File: config.mk
export PLATFORM = sky130hd
export DESIGN_NAME = gpio_port_register_block
export DESIGN_NICKNAME = d
export VERILOG_FILES = /design/src/design/gpr_pkg.sv /design/src/design/gpr_lock.sv /design/src/design/gpr_regs.sv /design/src/design/gpio_port_register_block.sv
export SDC_FILE = /design/constraint.sdc
export NUM_CORES = 1
export LEC_CHECK = 0
export BUFFER_PORTS_ARGS = -buffer_cell sky130_fd_sc_hd__buf_4
export CAP_MARGIN = 5
export CORE_UTILIZATION = 65
export DETAILED_ROUTE_END_ITERATION = 7
export PLACE_DENSITY = 0.95
export SETUP_SLACK_MARGIN = 0.1
export SLEW_MARGIN = 15
export SYNTH_ARGS = -nofsm -noshare
export SYNTH_HDL_FRONTEND = slang
export SYNTH_SLANG_ARGS = --single-unit
export TNS_END_PERCENT = 10
File: constraint.sdc
create_clock -name i_clk -period 8.1 [get_ports i_clk]
set_clock_uncertainty 0.15 [all_clocks]
set_input_delay 0.81 -clock i_clk [delete_from_list [all_inputs] [get_ports i_clk]]
set_output_delay 0.81 -clock i_clk [all_outputs]
set_load 0.05 [all_outputs]
File: src/design/gpr_pkg.sv
// Package for the GPIO port register block: word types, register indexes,
// pin constants and the per-pin mask spreading functions.
// No dependencies.
package gpr_pkg;

    localparam int unsigned PORT_WIDTH = 16;
    localparam int unsigned PIN_COUNT  = 16;  // 1..16 pins in use

    // Pins at or above PIN_COUNT read zero and cannot be written
    localparam logic [PORT_WIDTH-1:0] VALID_MASK =
        PORT_WIDTH'((32'd1 << PIN_COUNT) - 32'd1);

    // Bus access kinds
    localparam logic CMD_READ  = 1'b0;
    localparam logic CMD_WRITE = 1'b1;

    // Register indexes
    localparam logic [3:0] REG_MODE     = 4'd0;
    localparam logic [3:0] REG_OTYPE    = 4'd1;
    localparam logic [3:0] REG_SPEED    = 4'd2;
    localparam logic [3:0] REG_PULL     = 4'd3;
    localparam logic [3:0] REG_INDATA   = 4'd4;
    localparam logic [3:0] REG_OUTDATA  = 4'd5;
    localparam logic [3:0] REG_SETRESET = 4'd6;
    localparam logic [3:0] REG_LOCK     = 4'd7;
    localparam logic [3:0] REG_AFL      = 4'd8;
    localparam logic [3:0] REG_AFH      = 4'd9;

    // Bit that carries the lock key in a lock register word
    localparam int unsigned LOCK_KEY_BIT = 16;

    typedef struct packed {
        logic        cmd;
        logic [3:0]  reg_index;
        logic [31:0] write_data;
        logic [15:0] pin_levels;
    } t_in_word;

    typedef struct packed {
        logic [31:0] read_data;
        logic [15:0] output_levels;
        logic        lock_active;
    } t_out_word;

    // Access handed to the lock sequencer
    typedef struct packed {
        logic                  go;     // access taken this cycle
        logic                  write;
        logic                  hit;    // access targets the lock register
        logic                  key;
        logic [PORT_WIDTH-1:0] mask;
    } t_lock_req;

    // Lock status back to the register file
    typedef struct packed {
        logic                  key;
        logic                  key_next;
        logic [PORT_WIDTH-1:0] mask;
    } t_lock_stat;

    function automatic logic [2*PORT_WIDTH-1:0] spread2(input logic [PORT_WIDTH-1:0] pins);
        logic [2*PORT_WIDTH-1:0] m;
        m = '0;
        for (int i = 0; i < PORT_WIDTH; i++) begin
            m[2*i +: 2] = {2{pins[i]}};
        end
        return m;
    endfunction

    function automatic logic [4*PORT_WIDTH-1:0] spread4(input logic [PORT_WIDTH-1:0] pins);
        logic [4*PORT_WIDTH-1:0] m;
        m = '0;
        for (int i = 0; i < PORT_WIDTH; i++) begin
            m[4*i +: 4] = {4{pins[i]}};
        end
        return m;
    endfunction

endpackage

File: src/design/gpr_lock.sv
// Lock key sequencer: tracks the key write/write/write/read sequence and
// holds the lock key and lock mask. Depends on gpr_pkg.
module gpr_lock (
    input  logic               i_clk,
    input  logic               i_rst_n,
    input  gpr_pkg::t_lock_req i_req,
    output gpr_pkg::t_lock_stat o_stat
);

    typedef enum logic [1:0] {
        SEQ_IDLE,
        SEQ_KEY1,
        SEQ_KEY0,
        SEQ_KEY2
    } t_seq;

    t_seq                           r_step, n_step;
    logic                           r_key, n_key;
    logic [gpr_pkg::PORT_WIDTH-1:0] r_mask, n_mask;
    logic                           same;

    assign same = (i_req.mask == r_mask);

    always_comb begin
        n_step = r_step;
        n_key  = r_key;
        n_mask = r_mask;
        if (i_req.go) begin
            if (!i_req.hit) begin
                // any other register breaks the sequence
                n_step = SEQ_IDLE;
            end else if (i_req.write) begin
                if (!r_key) begin
                    if (r_step == SEQ_KEY1 && !i_req.key && same) begin
                        n_step = SEQ_KEY0;
                    end else if (r_step == SEQ_KEY0 && i_req.key && same) begin
                        n_step = SEQ_KEY2;
                    end else begin
                        // restart; a key=1 write counts as a new first step
                        n_mask = i_req.mask;
                        n_step = i_req.key ? SEQ_KEY1 : SEQ_IDLE;
                    end
                end
            end else begin
                if (r_step == SEQ_KEY2) begin
                    n_key = 1'b1;
                end
                n_step = SEQ_IDLE;
            end
        end
    end

    always_ff @(posedge i_clk) begin
        if (!i_rst_n) begin
            r_step <= SEQ_IDLE;
            r_key  <= 1'b0;
            r_mask <= '0;
        end else begin
            r_step <= n_step;
            r_key  <= n_key;
            r_mask <= n_mask;
        end
    end

    assign o_stat.key      = r_key;
    assign o_stat.key_next = n_key;
    assign o_stat.mask     = r_mask;

`ifndef SYNTHESIS
    a_key_freezes: assert property (@(posedge i_clk) disable iff (!i_rst_n)
        r_key |=> r_key && $stable(r_mask))
        else $error("lock key dropped or mask changed after lock");

    a_key_after_seq: assert property (@(posedge i_clk) disable iff (!i_rst_n)
        $rose(r_key) |-> $past(r_step) == SEQ_KEY2 && $past(i_req.go)
                         && $past(i_req.hit) && !$past(i_req.write))
        else $error("lock key set outside a completed sequence");

    a_step_order: assert property (@(posedge i_clk) disable iff (!i_rst_n)
        r_step == SEQ_KEY2 |-> $past(r_step) == SEQ_KEY0 || $past(r_step) == SEQ_KEY2)
        else $error("third key step reached out of order");
`endif

endmodule

File: src/design/gpr_regs.sv
// Pin configuration and output data registers with write masking by the
// lock, plus the read mux. Depends on gpr_pkg.
module gpr_regs (
    input  logic                            i_clk,
    input  logic                            i_rst_n,
    input  logic                            i_go,
    input  gpr_pkg::t_in_word               i_word,
    input  gpr_pkg::t_lock_stat             i_lock,
    output logic [31:0]                     o_read_data,
    output logic [gpr_pkg::PORT_WIDTH-1:0]  o_out_data_next
);

    logic [31:0]                    r_mode, r_speed, r_pull, r_afl, r_afh;
    logic [gpr_pkg::PORT_WIDTH-1:0] r_otype, r_odata;
    logic [31:0]                    n_mode, n_speed, n_pull, n_afl, n_afh;
    logic [gpr_pkg::PORT_WIDTH-1:0] n_otype, n_odata;

    logic [gpr_pkg::PORT_WIDTH-1:0]   freep;
    logic [2*gpr_pkg::PORT_WIDTH-1:0] m2;
    logic [4*gpr_pkg::PORT_WIDTH-1:0] m4;
    logic [31:0]                      wd;
    logic                             wr;

    assign wd    = i_word.write_data;
    assign wr    = i_go && (i_word.cmd == gpr_pkg::CMD_WRITE);
    assign freep = gpr_pkg::VALID_MASK & ~(i_lock.key ? i_lock.mask : '0);
    assign m2    = gpr_pkg::spread2(freep);
    assign m4    = gpr_pkg::spread4(freep);

    always_comb begin
        n_mode  = r_mode;
        n_otype = r_otype;
        n_speed = r_speed;
        n_pull  = r_pull;
        n_afl   = r_afl;
        n_afh   = r_afh;
        n_odata = r_odata;
        if (wr) begin
            unique case (i_word.reg_index)
                gpr_pkg::REG_MODE:    n_mode  = (r_mode & ~m2) | (wd & m2);
                gpr_pkg::REG_OTYPE:   n_otype = (r_otype & ~freep) | (wd[15:0] & freep);
                gpr_pkg::REG_SPEED:   n_speed = (r_speed & ~m2) | (wd & m2);
                gpr_pkg::REG_PULL:    n_pull  = (r_pull & ~m2) | (wd & m2);
                gpr_pkg::REG_OUTDATA: n_odata = wd[15:0] & gpr_pkg::VALID_MASK;
                gpr_pkg::REG_SETRESET:
                    n_odata = ((r_odata & ~wd[31:16]) | wd[15:0]) & gpr_pkg::VALID_MASK;
                gpr_pkg::REG_AFL:     n_afl = (r_afl & ~m4[31:0]) | (wd & m4[31:0]);
                gpr_pkg::REG_AFH:     n_afh = (r_afh & ~m4[63:32]) | (wd & m4[63:32]);
                default: ;
            endcase
        end
    end

    always_ff @(posedge i_clk) begin
        if (!i_rst_n) begin
            r_mode  <= '0;
            r_otype <= '0;
            r_speed <= '0;
            r_pull  <= '0;
            r_afl   <= '0;
            r_afh   <= '0;
            r_odata <= '0;
        end else begin
            r_mode  <= n_mode;
            r_otype <= n_otype;
            r_speed <= n_speed;
            r_pull  <= n_pull;
            r_afl   <= n_afl;
            r_afh   <= n_afh;
            r_odata <= n_odata;
        end
    end

    always_comb begin
        o_read_data = '0;
        if (i_word.cmd == gpr_pkg::CMD_READ) begin
            unique case (i_word.reg_index)
                gpr_pkg::REG_MODE:    o_read_data = r_mode;
                gpr_pkg::REG_OTYPE:   o_read_data = {16'd0, r_otype};
                gpr_pkg::REG_SPEED:   o_read_data = r_speed;
                gpr_pkg::REG_PULL:    o_read_data = r_pull;
                gpr_pkg::REG_INDATA:
                    o_read_data = {16'd0, i_word.pin_levels & gpr_pkg::VALID_MASK};
                gpr_pkg::REG_OUTDATA: o_read_data = {16'd0, r_odata};
                gpr_pkg::REG_LOCK:
                    o_read_data = {15'd0, i_lock.key_next, i_lock.mask};
                gpr_pkg::REG_AFL:     o_read_data = r_afl;
                gpr_pkg::REG_AFH:     o_read_data = r_afh;
                default:              o_read_data = '0;
            endcase
        end
    end

    assign o_out_data_next = n_odata;

endmodule

File: src/design/gpio_port_register_block.sv
// GPIO port register block, 16 pins, with bit set/reset and config lock.
// Pipeline: an accepted bus word passes the input register, then the result
// register. Throughput: one bus word per cycle while i_out_ready is high.
// Reset (synchronous, active low) clears every register, the lock and the
// key sequence; both pipeline stages come up empty. Depends on gpr_pkg.
module gpio_port_register_block (
    input  logic               i_clk,
    input  logic               i_rst_n,
    input  logic               i_in_valid,
    output logic               o_in_ready,
    input  gpr_pkg::t_in_word  i_in_word,
    output logic               o_out_valid,
    input  logic               i_out_ready,
    output gpr_pkg::t_out_word o_out_word
);

    // Input register: holds one bus word until the result register frees up
    logic               r_in_valid;
    gpr_pkg::t_in_word  r_in;
    // Result register
    logic               r_out_valid;
    gpr_pkg::t_out_word r_out;

    logic                advance;
    logic [31:0]         read_data;
    logic [15:0]         out_data_next;
    gpr_pkg::t_lock_req  lock_req;
    gpr_pkg::t_lock_stat lock_stat;

    // Execute the held word when the result register is empty or draining
    assign advance    = r_in_valid && (!r_out_valid || i_out_ready);
    // Take a new word whenever the input register empties this cycle
    assign o_in_ready = !r_in_valid || advance;

    assign lock_req.go    = advance;
    assign lock_req.write = (r_in.cmd == gpr_pkg::CMD_WRITE);
    assign lock_req.hit   = (r_in.reg_index == gpr_pkg::REG_LOCK);
    assign lock_req.key   = r_in.write_data[gpr_pkg::LOCK_KEY_BIT];
    assign lock_req.mask  = r_in.write_data[15:0] & gpr_pkg::VALID_MASK;

    gpr_lock u_lock (
        .i_clk   (i_clk),
        .i_rst_n (i_rst_n),
        .i_req   (lock_req),
        .o_stat  (lock_stat)
    );

    gpr_regs u_regs (
        .i_clk           (i_clk),
        .i_rst_n         (i_rst_n),
        .i_go            (advance),
        .i_word          (r_in),
        .i_lock          (lock_stat),
        .o_read_data     (read_data),
        .o_out_data_next (out_data_next)
    );

    always_ff @(posedge i_clk) begin
        if (!i_rst_n) begin
            r_in_valid  <= 1'b0;
            r_out_valid <= 1'b0;
        end else begin
            // Load the input register on accept, drop it once executed
            if (o_in_ready) begin
                r_in_valid <= i_in_valid;
            end
            // Load a result on execute, drop it once taken
            if (advance) begin
                r_out_valid <= 1'b1;
            end else if (i_out_ready) begin
                r_out_valid <= 1'b0;
            end
        end
    end

    // Payload registers: hold unless loaded
    always_ff @(posedge i_clk) begin
        if (i_in_valid && o_in_ready) begin
            r_in <= i_in_word;
        end
        if (advance) begin
            r_out.read_data     <= read_data;
            r_out.output_levels <= out_data_next;
            r_out.lock_active   <= lock_stat.key_next;
        end
    end

    assign o_out_valid = r_out_valid;
    assign o_out_word  = r_out;

`ifndef SYNTHESIS
    a_exec_loads: assert property (@(posedge i_clk) disable iff (!i_rst_n)
        advance |=> r_out_valid)
        else $error("executed word did not reach the result register");

    a_in_hold: assert property (@(posedge i_clk) disable iff (!i_rst_n)
        r_in_valid && !advance |=> r_in_valid && $stable(r_in))
        else $error("waiting input word lost or changed");

    a_lock_sticky: assert property (@(posedge i_clk) disable iff (!i_rst_n)
        r_out_valid && r_out.lock_active |=> r_out.lock_active)
        else $error("lock indication dropped after lock");
`endif

endmodule

### Word level (Yosys, flattened, before mapping)

Index checks and enable logic that the tools add are counted.

| storage, ports and cells | value |
|---|---|
| register bits after elaboration | 315 |
| input port bits | 57 |
| output and inout bits | 51 |
| logic and storage cells | 98 |

| cells by class | value |
|---|---|
| eq/ne operators | 14 |
| mux-type cells | 16 |
| bitwise operators | 27 |
| reductions and logical operators | 22 |

Operator list:

| cell | number |
|---|---|
| one-hot mux 32 bit (9 select lines) | 1 |
| AND 32 bit | 8 |
| OR 32 bit | 5 |
| NOT 32 bit | 3 |
| AND 16 bit | 3 |
| NOT 16 bit | 3 |
| two-way mux 16 bit | 2 |
| OR 16 bit | 2 |
| one-hot mux 16 bit (2 select lines) | 1 |
| == test 16 bit | 1 |
| == test 4 x 3 -> 1 bit (second input constant) | 4 |
| AND reduction 2 bit | 7 |
| two-way mux 2 bit | 5 |
| == test 4 x 2 -> 1 bit (second input constant) | 2 |
| == test 4 bit (second input constant) | 2 |
| logical AND 1 bit | 7 |
| two-way mux 1 bit | 7 |
| AND reduction 6 bit | 1 |
| == test 2 bit (second input constant) | 2 |
| == test 4 x 1 -> 1 bit (second input constant) | 1 |
| zero test 4 bit | 1 |
| zero test 1 bit | 3 |
| inequality test 3 bit (second input constant) | 1 |
| NOT 1 bit | 3 |
| 3 further kinds | 4 |

### Logic depth before layout (Yosys ltp)

Gate-level depths: netlist of the first run.

| depth | value |
|---|---|
| depth after elaboration | 8 |
| depth in mapped cells | 8 |

### Modules after synthesis

From an unflattened synthesis of the first run, not the netlist that was laid out.

| second synthesis, totals | value |
|---|---|
| cell total of the unflattened synthesis | 1302 |
| area total of the unflattened synthesis | 14377.5 um2 |

By module, submodules not included:

| module | instances | cells an instance | area an instance (um2) | seq. area each (um2) |
|---|---|---|---|---|
| gpr_regs | 1 | 1033 | 9849.4 | 3843.7 |
| gpio_port_register_block | 1 | 112 | 3176.8 | 3103.0 |
| gpr_lock | 1 | 157 | 1351.3 | 380.4 |

### Worst setup path after synthesis of the first run

Ideal clock, no wire load.

| timing | value |
|---|---|
| path kind | input port to flip-flop |
| start point | input i_out_ready |
| end point | register u_lock.r_mask[10] in the netlist's numbering |
| library setup time | 0.133 ns |
| arrival | 4.261 ns |
| required time | 7.817 ns |
| setup slack | 3.556 ns |
| stages on the path | 7 |
| path buffers | 3 |
| cell sequence | and2b_1 nor2_1 and4b_1 clkbuf_2 buf_2 buf_2 o2111ai_1 |

| between the ends | value |
|---|---|
| cells in the longest elaborated chain, start to end | 3 |

RTL lines:

| element | line | RTL |
|---|---|---|
| start, declared | gpio_port_register_block.sv:13 | `input logic i_out_ready,` |
| logical OR 1 bit | gpio_port_register_block.sv:31 | `assign advance = r_in_valid && (!r_out_valid \|\| i_out_ready);` |
| logical AND 1 bit | gpio_port_register_block.sv:31 |  |
| via advance | gpio_port_register_block.sv:24 | `logic advance;` |
| AND reduction 6 bit (no source line) | - |  |
| end signal, assigned | gpr_lock.sv:61 | `r_mask <= n_mask;` |
| end, declared | gpr_lock.sv:19 | `logic [gpr_pkg::PORT_WIDTH-1:0] r_mask, n_mask;` |

The timed path passes the listed nets, and every way through them passes these cells.
A chain may end at the register's enable or synchronous reset.

==> results of run 1 <==
cells in the mapped netlist, types with 3 or more instances:
library cell	number
a22o_1	32
buf_2	29
a21boi_1	6
dfxtp_1	213
nand4b_1	16
buf_1	3
buf_4	3
a221oi_1	16
nand2_1	214
and2_1	18
a21boi_0	107
nor2b_1	68
o2111ai_1	16
nand3_1	113
edfxtp_1	102
nand2b_1	3
o21ai_0	17
clkbuf_1	93
a21oi_1	17
a22oi_1	33
mux2i_1	64
xnor2_1	16
a222oi_1	32
a31oi_1	17
and4_1	3
nor2_1	4
a21oi_2	16
nand4_1	36
final cells by class:
| cell class | count | area [um2] | area share [%] |
|---|---|---|---|
| sequential | 315 | 7330 | 47.5 |
| multi-input combinational | 886 | 5840 | 37.9 |
| timing repair buffer | 125 | 938 | 6.09 |
| clock buffer | 45 | 858 | 5.57 |
| tap | 270 | 338 | 2.19 |
| clock inverter | 11 | 106 | 0.690 |
| inverter | 2 | 7.51 | 0.0487 |
layer usage:
layer / wire (um) / vias to the layer above
met5: 12 / -
met4: 1790 / 2
met3: 4790 / 134
met2: 16800 / 844
met1: 13800 / 5343
li1: - / 4969
how the worst max path moves through the flow:
stage	start	endpoint	slack (ps)	cells after the start
finish	r_in[50]	register	4570	6
global route	r_in[50]	register	4450	6
CTS	r_in[50]	register	4680	6
detailed placement	r_in[50]	register	4740	6
global placement	r_in[50]	register	4870	6
floorplan	i_out_ready	u_lock.r_mask[10]	3560	7
stage by stage:
stage                     cells  utilization [%]  worst slack (ps)  cell area [um2]  power, mW
after floorplan            1332                -              3560            13700       1.83
after global placement     1598             70.7              4870            14500       1.89
after detailed placement   1598             70.7              4740            14500       1.90
after CTS                  1654             75.5              4680            15400       3.25
after global routing       1654             75.5              4450            15400       3.33
final                      1654             75.5              4570            15400       3.25
critical path: stages (launching register included):
cell and delay (ps):
edfxtp_1 620, and4bb_2 1090, and4_1 720, buf_4 460
nand2_1 150, nand2_1 110, a21boi_0 80
power by group:
group	leakage (nW)	total [mW]	internal [mW]	switching, mW
clock	0.465	1.38	0.793	0.587
combinational	1.60	0.164	0.0598	0.104
sequential	2.72	1.70	1.66	0.0430
logic make-up (layout without fill, tap and decap cells):
kind of cell,after synthesis,count (layout)
buffers and inverters,131,183
muxes,65,65
AOI/OAI and AO/OA,312,312
xor gates and xnor gates,16,16
and+or+nand+nor,493,493
DFF,315,315
==> impl_metrics.toml, run 1 <==
[outcome]
status = "finished clean"

[layout]
syn_to_final_growth_pct = 12.6
drive_above_1_share_pct = 14.6
fillers = 1285
nets = 1418
layout_common_cells = "nand2_1 (214), dfxtp_1 (213), buf_4 (125), nand3_1 (113), a21boi_0 (107)"
n_antenna_cell = 0
layout_commonest_cell = "nand2_1"

[floorplan]
initial_core_util_pct = 67.0
die_y_um = 147
chipWidth_um = 147
io_pins = 108
dieArea_um2 = 21600
core_area_um2 = 20400
rows = 52

[drt]
drt-vias-per-instance = 6.83
wl_per_cell_um = 22.5
wl_um = 37200
dr.pass1.iters = 7
drtAntennaViolNets = 0
drt_iter0_markers = 1853
vias = 11300
drc_errors = 0

[worst_setup_path]
start_kind = "register"
required_ps = 8390
end_kind = "register"
cp.arrival_ps = 3820
reg2reg_setup_slack_ps = 4570
r2r-start = "r_in[50]"
cp_max_fo = 33
r2r_cells = 6
path_class = "register to register"

[logic_synthesis]
synth.area.mux_share_pct = 4.76
synth_xor_area_share_pct = 1.02
synth_ff_type = "dfxtp_1"
synth_edf_count = 102
synth_fp_nets = 1389
yosysTopAreaCell = "dfxtp_1"
synth_compound_area_share_pct = 17.8
ys_seq_elements = 315
ys_async_sr_fraction_pct = 0
synthesis.area_um2 = 13700
avgSynthCellArea_um2 = 10.3
synth-simple-area-share_pct = 18.9
synth_top_cell_area_share_pct = 31.1
synthAdderAreaFrac_pct = 0
synth_top_family_by_area = "simple AND/OR/NAND/NOR gates"
yosys_warnings = 0
netlist_top_cells_area = "dfxtp_1 (31%), edfxtp_1 (22%), a21boi_0 (5.9%), nand2_1 (5.9%), mux2i_1 (4.7%)"
syn_inst = 1332
ys_types = 46
synth-seq-area-share_pct = 53.5

[cts]
cts_root_buf = "clkbuf_16"
cts_setup_buffers = 0
cts.clk_slew.worst_paths_ps = 60
cts_max_level = 1
clkLatencyLatePin_ps = 560
cts_tree = "built"
cts_resized = 0
clkSinkCount = 315
numCtsBuffers = 31
cts_buffer_depth = 3
hold_buffers = 0

[sta]
tightest_slew_ps = 1170
min_period_ps = 3530
period_share_pct = 43.6
fmax_mhz = 283
setup-violations-final = 0
setup_tns_ps = 0
hold_viol = 0
drv_slew = 0
slew_headroom_pct = 22.3
holdWs_ps = 269
rsz0062_at_grt = "false"

[global_route]
antenna_found_initial = 1
busiest_layer = "met2"
grt_first_pass_wirelength_um = 58600
grt_pass1_vias = 10700
use_met2_pct = 52.2
grtUsageMet3_pct = 8.29
met1_usage_pct = 45.5
grtUsageTotal_pct = 34.3
grt_max_degree = 144
grt-ovfl-total = 0

[pwr]
p_leak_nw = 4.78
powerDensity_nw_per_um2 = 211
ir_worst_vdd_mv = 0.207

[hold_path]
hp-start = "i_in_word[36]"
hold-path-endpoint = "r_in[36]"
min_delay_path_depth = 1
hold_class = "input port to register"

[placement]
dp_hpwl_um = 22300
io_buffer_count = 107
globalplace.congestion = 0.892

[flow_run]
drv_cap = 0
Note: power is estimated with default switching activity, not from simulation.
==> inputs of run 2 (changes only) <==
Settings changed: CORE_UTILIZATION 65 to 54, PLACE_DENSITY 0.95 to 0.87.
Clock period 8.1 ns to 3.2 ns, I/O delays scaled along.
==> run 2 against run 1 <==
  * The flow now finishes with violations (DRC)
  * Fmax is 30% higher
  * Non-clock buffer count grew 70
  * Final area grew 5.7%
  * Power grew to 2.6 times the previous value
  * Combinational power rose to 3.0 times the previous value
  * Global-route usage down 4.9 points
  * Utilization down 9.2 points
  * Sequential power increased to 2.5 times the previous value
  * Register-to-register slack worse by 4100 ps
  * Via count grew 0.56%
  * Sequential share of layout area is 2.6 points lower
  * Largest cell class unchanged
  * Wire length grew 2.7%
==> impl_metrics.toml, run 2 (synthesis gave the netlist of run 1 again) <==
[placement]
io_buffer_count = 107
globalplace.congestion = 0.896
dp_cells = 1668
place_area_um2 = 14700
dp_hpwl_um = 24400

[flow_run]
drv_cap = 0

[worst_setup_path]
r2r_cells = 7
cp_slowest_cell = "edfxtp_1"
path_class = "register to register"
crit_start = "r_in[49]"
cp_max_fo = 48
start_kind = "register"
crit_family = "simple AND/OR/NAND/NOR gates"
r2r-start = "r_in[49]"
slowest_delay_ps = 680
crit_chain = "nor4b_4, buf_4, and4_1, buf_4, nand2_1, nand2_1, a21boi_0"
critPathBufInv = 2
cp.arrival_ps = 2940
reg2reg_setup_slack_ps = 490
end_kind = "register"
required_ps = 3430

[layout]
nets = 1491
n_antenna_cell = 0
fillers = 1845
layout_commonest_cell = "nand2_1"
drive_above_1_share_pct = 15.4
layout_common_cells = "nand2_1 (214), dfxtp_1 (213), buf_4 (137), nand3_1 (113), a21boi_0 (107)"
post-route-util_pct = 66.3
syn_to_final_growth_pct = 19.1
finalNonFillerCells = 1783
stdcell_area_um2 = 16300

[sta]
rsz0062_at_grt = "false"
setup-violations-final = 0
fmax_mhz = 369
slew_headroom_pct = 45.2
period_share_pct = 84.7
holdWs_ps = 249
tightest_slew_ps = 822
setup_tns_ps = 0
hold_viol = 0
drv_slew = 0
min_period_ps = 2710

[pwr]
p_leak_nw = 5.18
power.share.clock_pct = 44.0
power_frac_seq_pct = 50.3
swShare_pct = 22.7
ir_worst_vdd_mv = 0.342
switchingPower_mw = 1.95
internal-power_mw = 6.63
powerDensity_nw_per_um2 = 527
power_frac_comb_pct = 5.7

[cts]
cts_buffer_depth = 3
numCtsBuffers = 34
cts_resized = 0
clkLatencyLatePin_ps = 510
cts_tree = "built"
cts_root_buf = "clkbuf_16"
cts_max_level = 2
cts.clk_slew.worst_paths_ps = 60
clkSinkCount = 315

[drt]
drt_iter0_markers = 1749
drc_errors = 5
drtAntennaViolNets = 0
drt-vias-per-instance = 6.37
wl_per_cell_um = 21.4
vias = 11400
wl_um = 38200
dr.pass1.iters = 8

[global_route]
antenna_found_initial = 0
grt_pass1_vias = 11000
grt_first_pass_wirelength_um = 59900
grt-ovfl-total = 0
grtUsageTotal_pct = 29.4
grt_max_degree = 125

[floorplan]
initial_core_util_pct = 55.6
io_pins = 108
die_y_um = 161
core_area_um2 = 24600
chipWidth_um = 161
dieArea_um2 = 26000
rows = 57

[hold_path]
hp-start = "i_rst_n"
min_delay_path_depth = 2
hold_class = "input port to register"

[outcome]
failed_checks = "DRC"
status = "finished with violations"
## run 2: worst max-delay path by stage
| stage | endpoint | cells past startpoint | slack, ps |
|---|---|---|---|
| 3_3_place_gp | register | 6 | 640 |
| 6_report | register | 7 | 490 |
| 2_1_floorplan | lock_req[0] | 3 | 70 |
| 3_5_place_dp | register | 6 | 560 |
| 4_1_cts | register | 6 | 530 |
| 5_1_grt | register | 5 | 330 |
## run 2: power by group through the flow
stage	clock network (mW)	logic [mW]	registers (mW)
floorplan	0	0.226	4.40
CTS	3.81	0.481	4.32
finish	3.78	0.486	4.32
global placement	0	0.420	4.40
global route	3.97	0.512	4.32
detailed placement	0	0.427	4.40
## run 2: stage by stage
stage	worst slack, ps	power [mW]
after floorplan	69.7	4.63
after global placement	641	4.82
after detailed placement	559	4.83
after CTS	535	8.61
after global routing	333	8.81
final	489	8.59
## run 2: repair_timing
item / in CTS / in global routing
hold endpoints to repair: 54 / 0
setup buffers: 0 / 0
hold buffers: 54 / 0
## run 2: cell type report
type	instances	area (um2)	area share [%]
inverters	2	7.51	0.0460
multi-input cells	886	5840	35.8
well taps	324	405	2.49
repair buffers	195	1640	10.1
clock inverters	9	52.6	0.322
flip-flops and latches	315	7330	44.9
clock buffers	52	1030	6.32
## run 2: layer usage
metal	up-vias	GRT usage, %	wire length [um]
li1	5112	-	-
met1	5382	39.5	15100
met2	731	44.4	16800
met3	130	5.91	4330
met4	0	16.5	2030
met5	-	0	0
==> inputs of run 3 (changes only) <==
Settings changed: CORE_UTILIZATION 54 to 60, PLACE_DENSITY 0.87 to 0.91.
Clock period 3.2 ns to 2.65 ns, I/O delays scaled along.
==> run 3 against run 2 <==
  * The run still ends with DRC left
  * Fmax increased by 4.5%
  * Wire length grew 8.9%
  * First-iteration DRC count up 15%
  * Sequential share of layout area is 0.77 points lower
  * Power grew 23%
  * Combinational power grew 37%
  * Worst hold slack worse by 71 ps
  * Utilization grew 8.9 points
  * Clock power up 25%
  * Non-clock buffer count increased by 21
  * Sequential cell count did not move
  * Global-route usage is 5.6 points higher
==> impl_metrics.toml, run 3 (synthesis gave the netlist of run 1 again) <==
[floorplan]
io_pins = 108
core_area_um2 = 22100
die_y_um = 153
chipWidth_um = 153
initial_core_util_pct = 62.0
dieArea_um2 = 23400
rows = 54

[sta]
setup_slack_ps = 55.5
tightest_slew_ps = 1160
drv_slew = 0
slew_headroom_pct = 22.6
setup_tns_ps = 0
min_period_ps = 2590
period_share_pct = 97.9
holdWs_ps = 178
hold_viol = 0
setup-violations-final = 0
fmax_mhz = 385
rsz0062_at_grt = "false"

[flow_run]
drv_cap = 0

[layout]
syn_to_final_growth_pct = 21.2
n_antenna_cell = 0
drive_above_1_share_pct = 17.2
layout_common_cells = "nand2_1 (214), dfxtp_1 (211), buf_4 (148), nand3_1 (113), a21boi_0 (107)"
nets = 1512
layout_commonest_cell = "nand2_1"

[cts]
cts_root_buf = "clkbuf_16"
cts_tree = "built"
clkSinkCount = 315
numCtsBuffers = 34
cts_max_level = 2
cts_buffer_depth = 3
cts.clk_slew.worst_paths_ps = 70
clkLatencyLatePin_ps = 510

[placement]
dp_hpwl_um = 25200
io_buffer_count = 107
globalplace.congestion = 0.898
pre_cts_ws_ps = 220

[drt]
dr.pass1.iters = 8
wl_um = 41600
drt-vias-per-instance = 6.80
wl_per_cell_um = 23.6
drc_errors = 1
drtAntennaViolNets = 0
vias = 12000
drt_iter0_markers = 2011

[worst_setup_path]
r2r_cells = 5
end_kind = "register"
path_class = "register to register"
cp_max_fo = 8
required_ps = 2820
start_kind = "register"
cp.arrival_ps = 2770
reg2reg_setup_slack_ps = 60

[pwr]
powerDensity_nw_per_um2 = 638
ir_worst_vdd_mv = 0.356
p_leak_nw = 5.33
totalPowerFinal_mw = 10.6

[outcome]
status = "finished with violations"
failed_checks = "DRC"

[global_route]
grtUsageTotal_pct = 35.0
grt_pass1_vias = 11800
grt-ovfl-total = 0
antenna_found_initial = 0
grt_first_pass_wirelength_um = 64000
grt_max_degree = 81

[hold_path]
hold_class = "input port to register"
min_delay_path_depth = 3
run 3: stage by stage:
| stage | utilization (%) | cells | cell area (um2) |
|---|---|---|---|
| final | 75.1 | 1761 | 16600 |
| after global routing | 75.1 | 1761 | 16600 |
| after CTS | 75.0 | 1759 | 16600 |
| after detailed placement | 67.4 | 1643 | 14900 |
| after global placement | 67.4 | 1643 | 14900 |
| after floorplan | - | 1332 | 13700 |
run 3: worst max-delay path, stage by stage (launching register included):
cell	delay, ps
edfxtp_1	450
nand2b_1	200
nor2_1	890
buf_4	330
a221oi_1	130
a31oi_1	250
run 3: area by class of cell:
class                   instances  area, um2
clock buffers                  50       1060
clock inverters                12       72.6
fillers                      1351       5500
inverters                       2       7.51
multi-input cells             886       5840
flip-flops and latches        315       7330
well taps                     280        350
repair buffers                216       1930
run 3: routing by layer:
layer  up-vias  track usage (%)  share of wire, %
li1       5174                -                 -
met1      5657             43.5                36
met2       935             54.9                46
met3       217             9.16                13
met4         0             21.1               5.4
met5         -                0                 0
run 3: path summary, 6_finish.rpt:
path,start,end
worst max-delay path,r_in[49],o_out_word[24]
worst min register to register,register,register
worst min-delay path,i_out_ready,o_out_valid
worst max register to register,r_in[49],o_out_word[24]
run 3: power breakdown:
group	internal (mW)	leakage, nW	switching, mW
clock network	2.80	0.555	1.94
logic	0.273	2.06	0.395
registers	5.08	2.72	0.106
run 3: what timing repair did:
item | CTS | global route
buffers inserted | 0 | 1
endpoints found under the setup margin | 0 | 2
gates resized for setup | 0 | 1
hold buffers | 54 | 0
hold endpoints to repair | 54 | 0
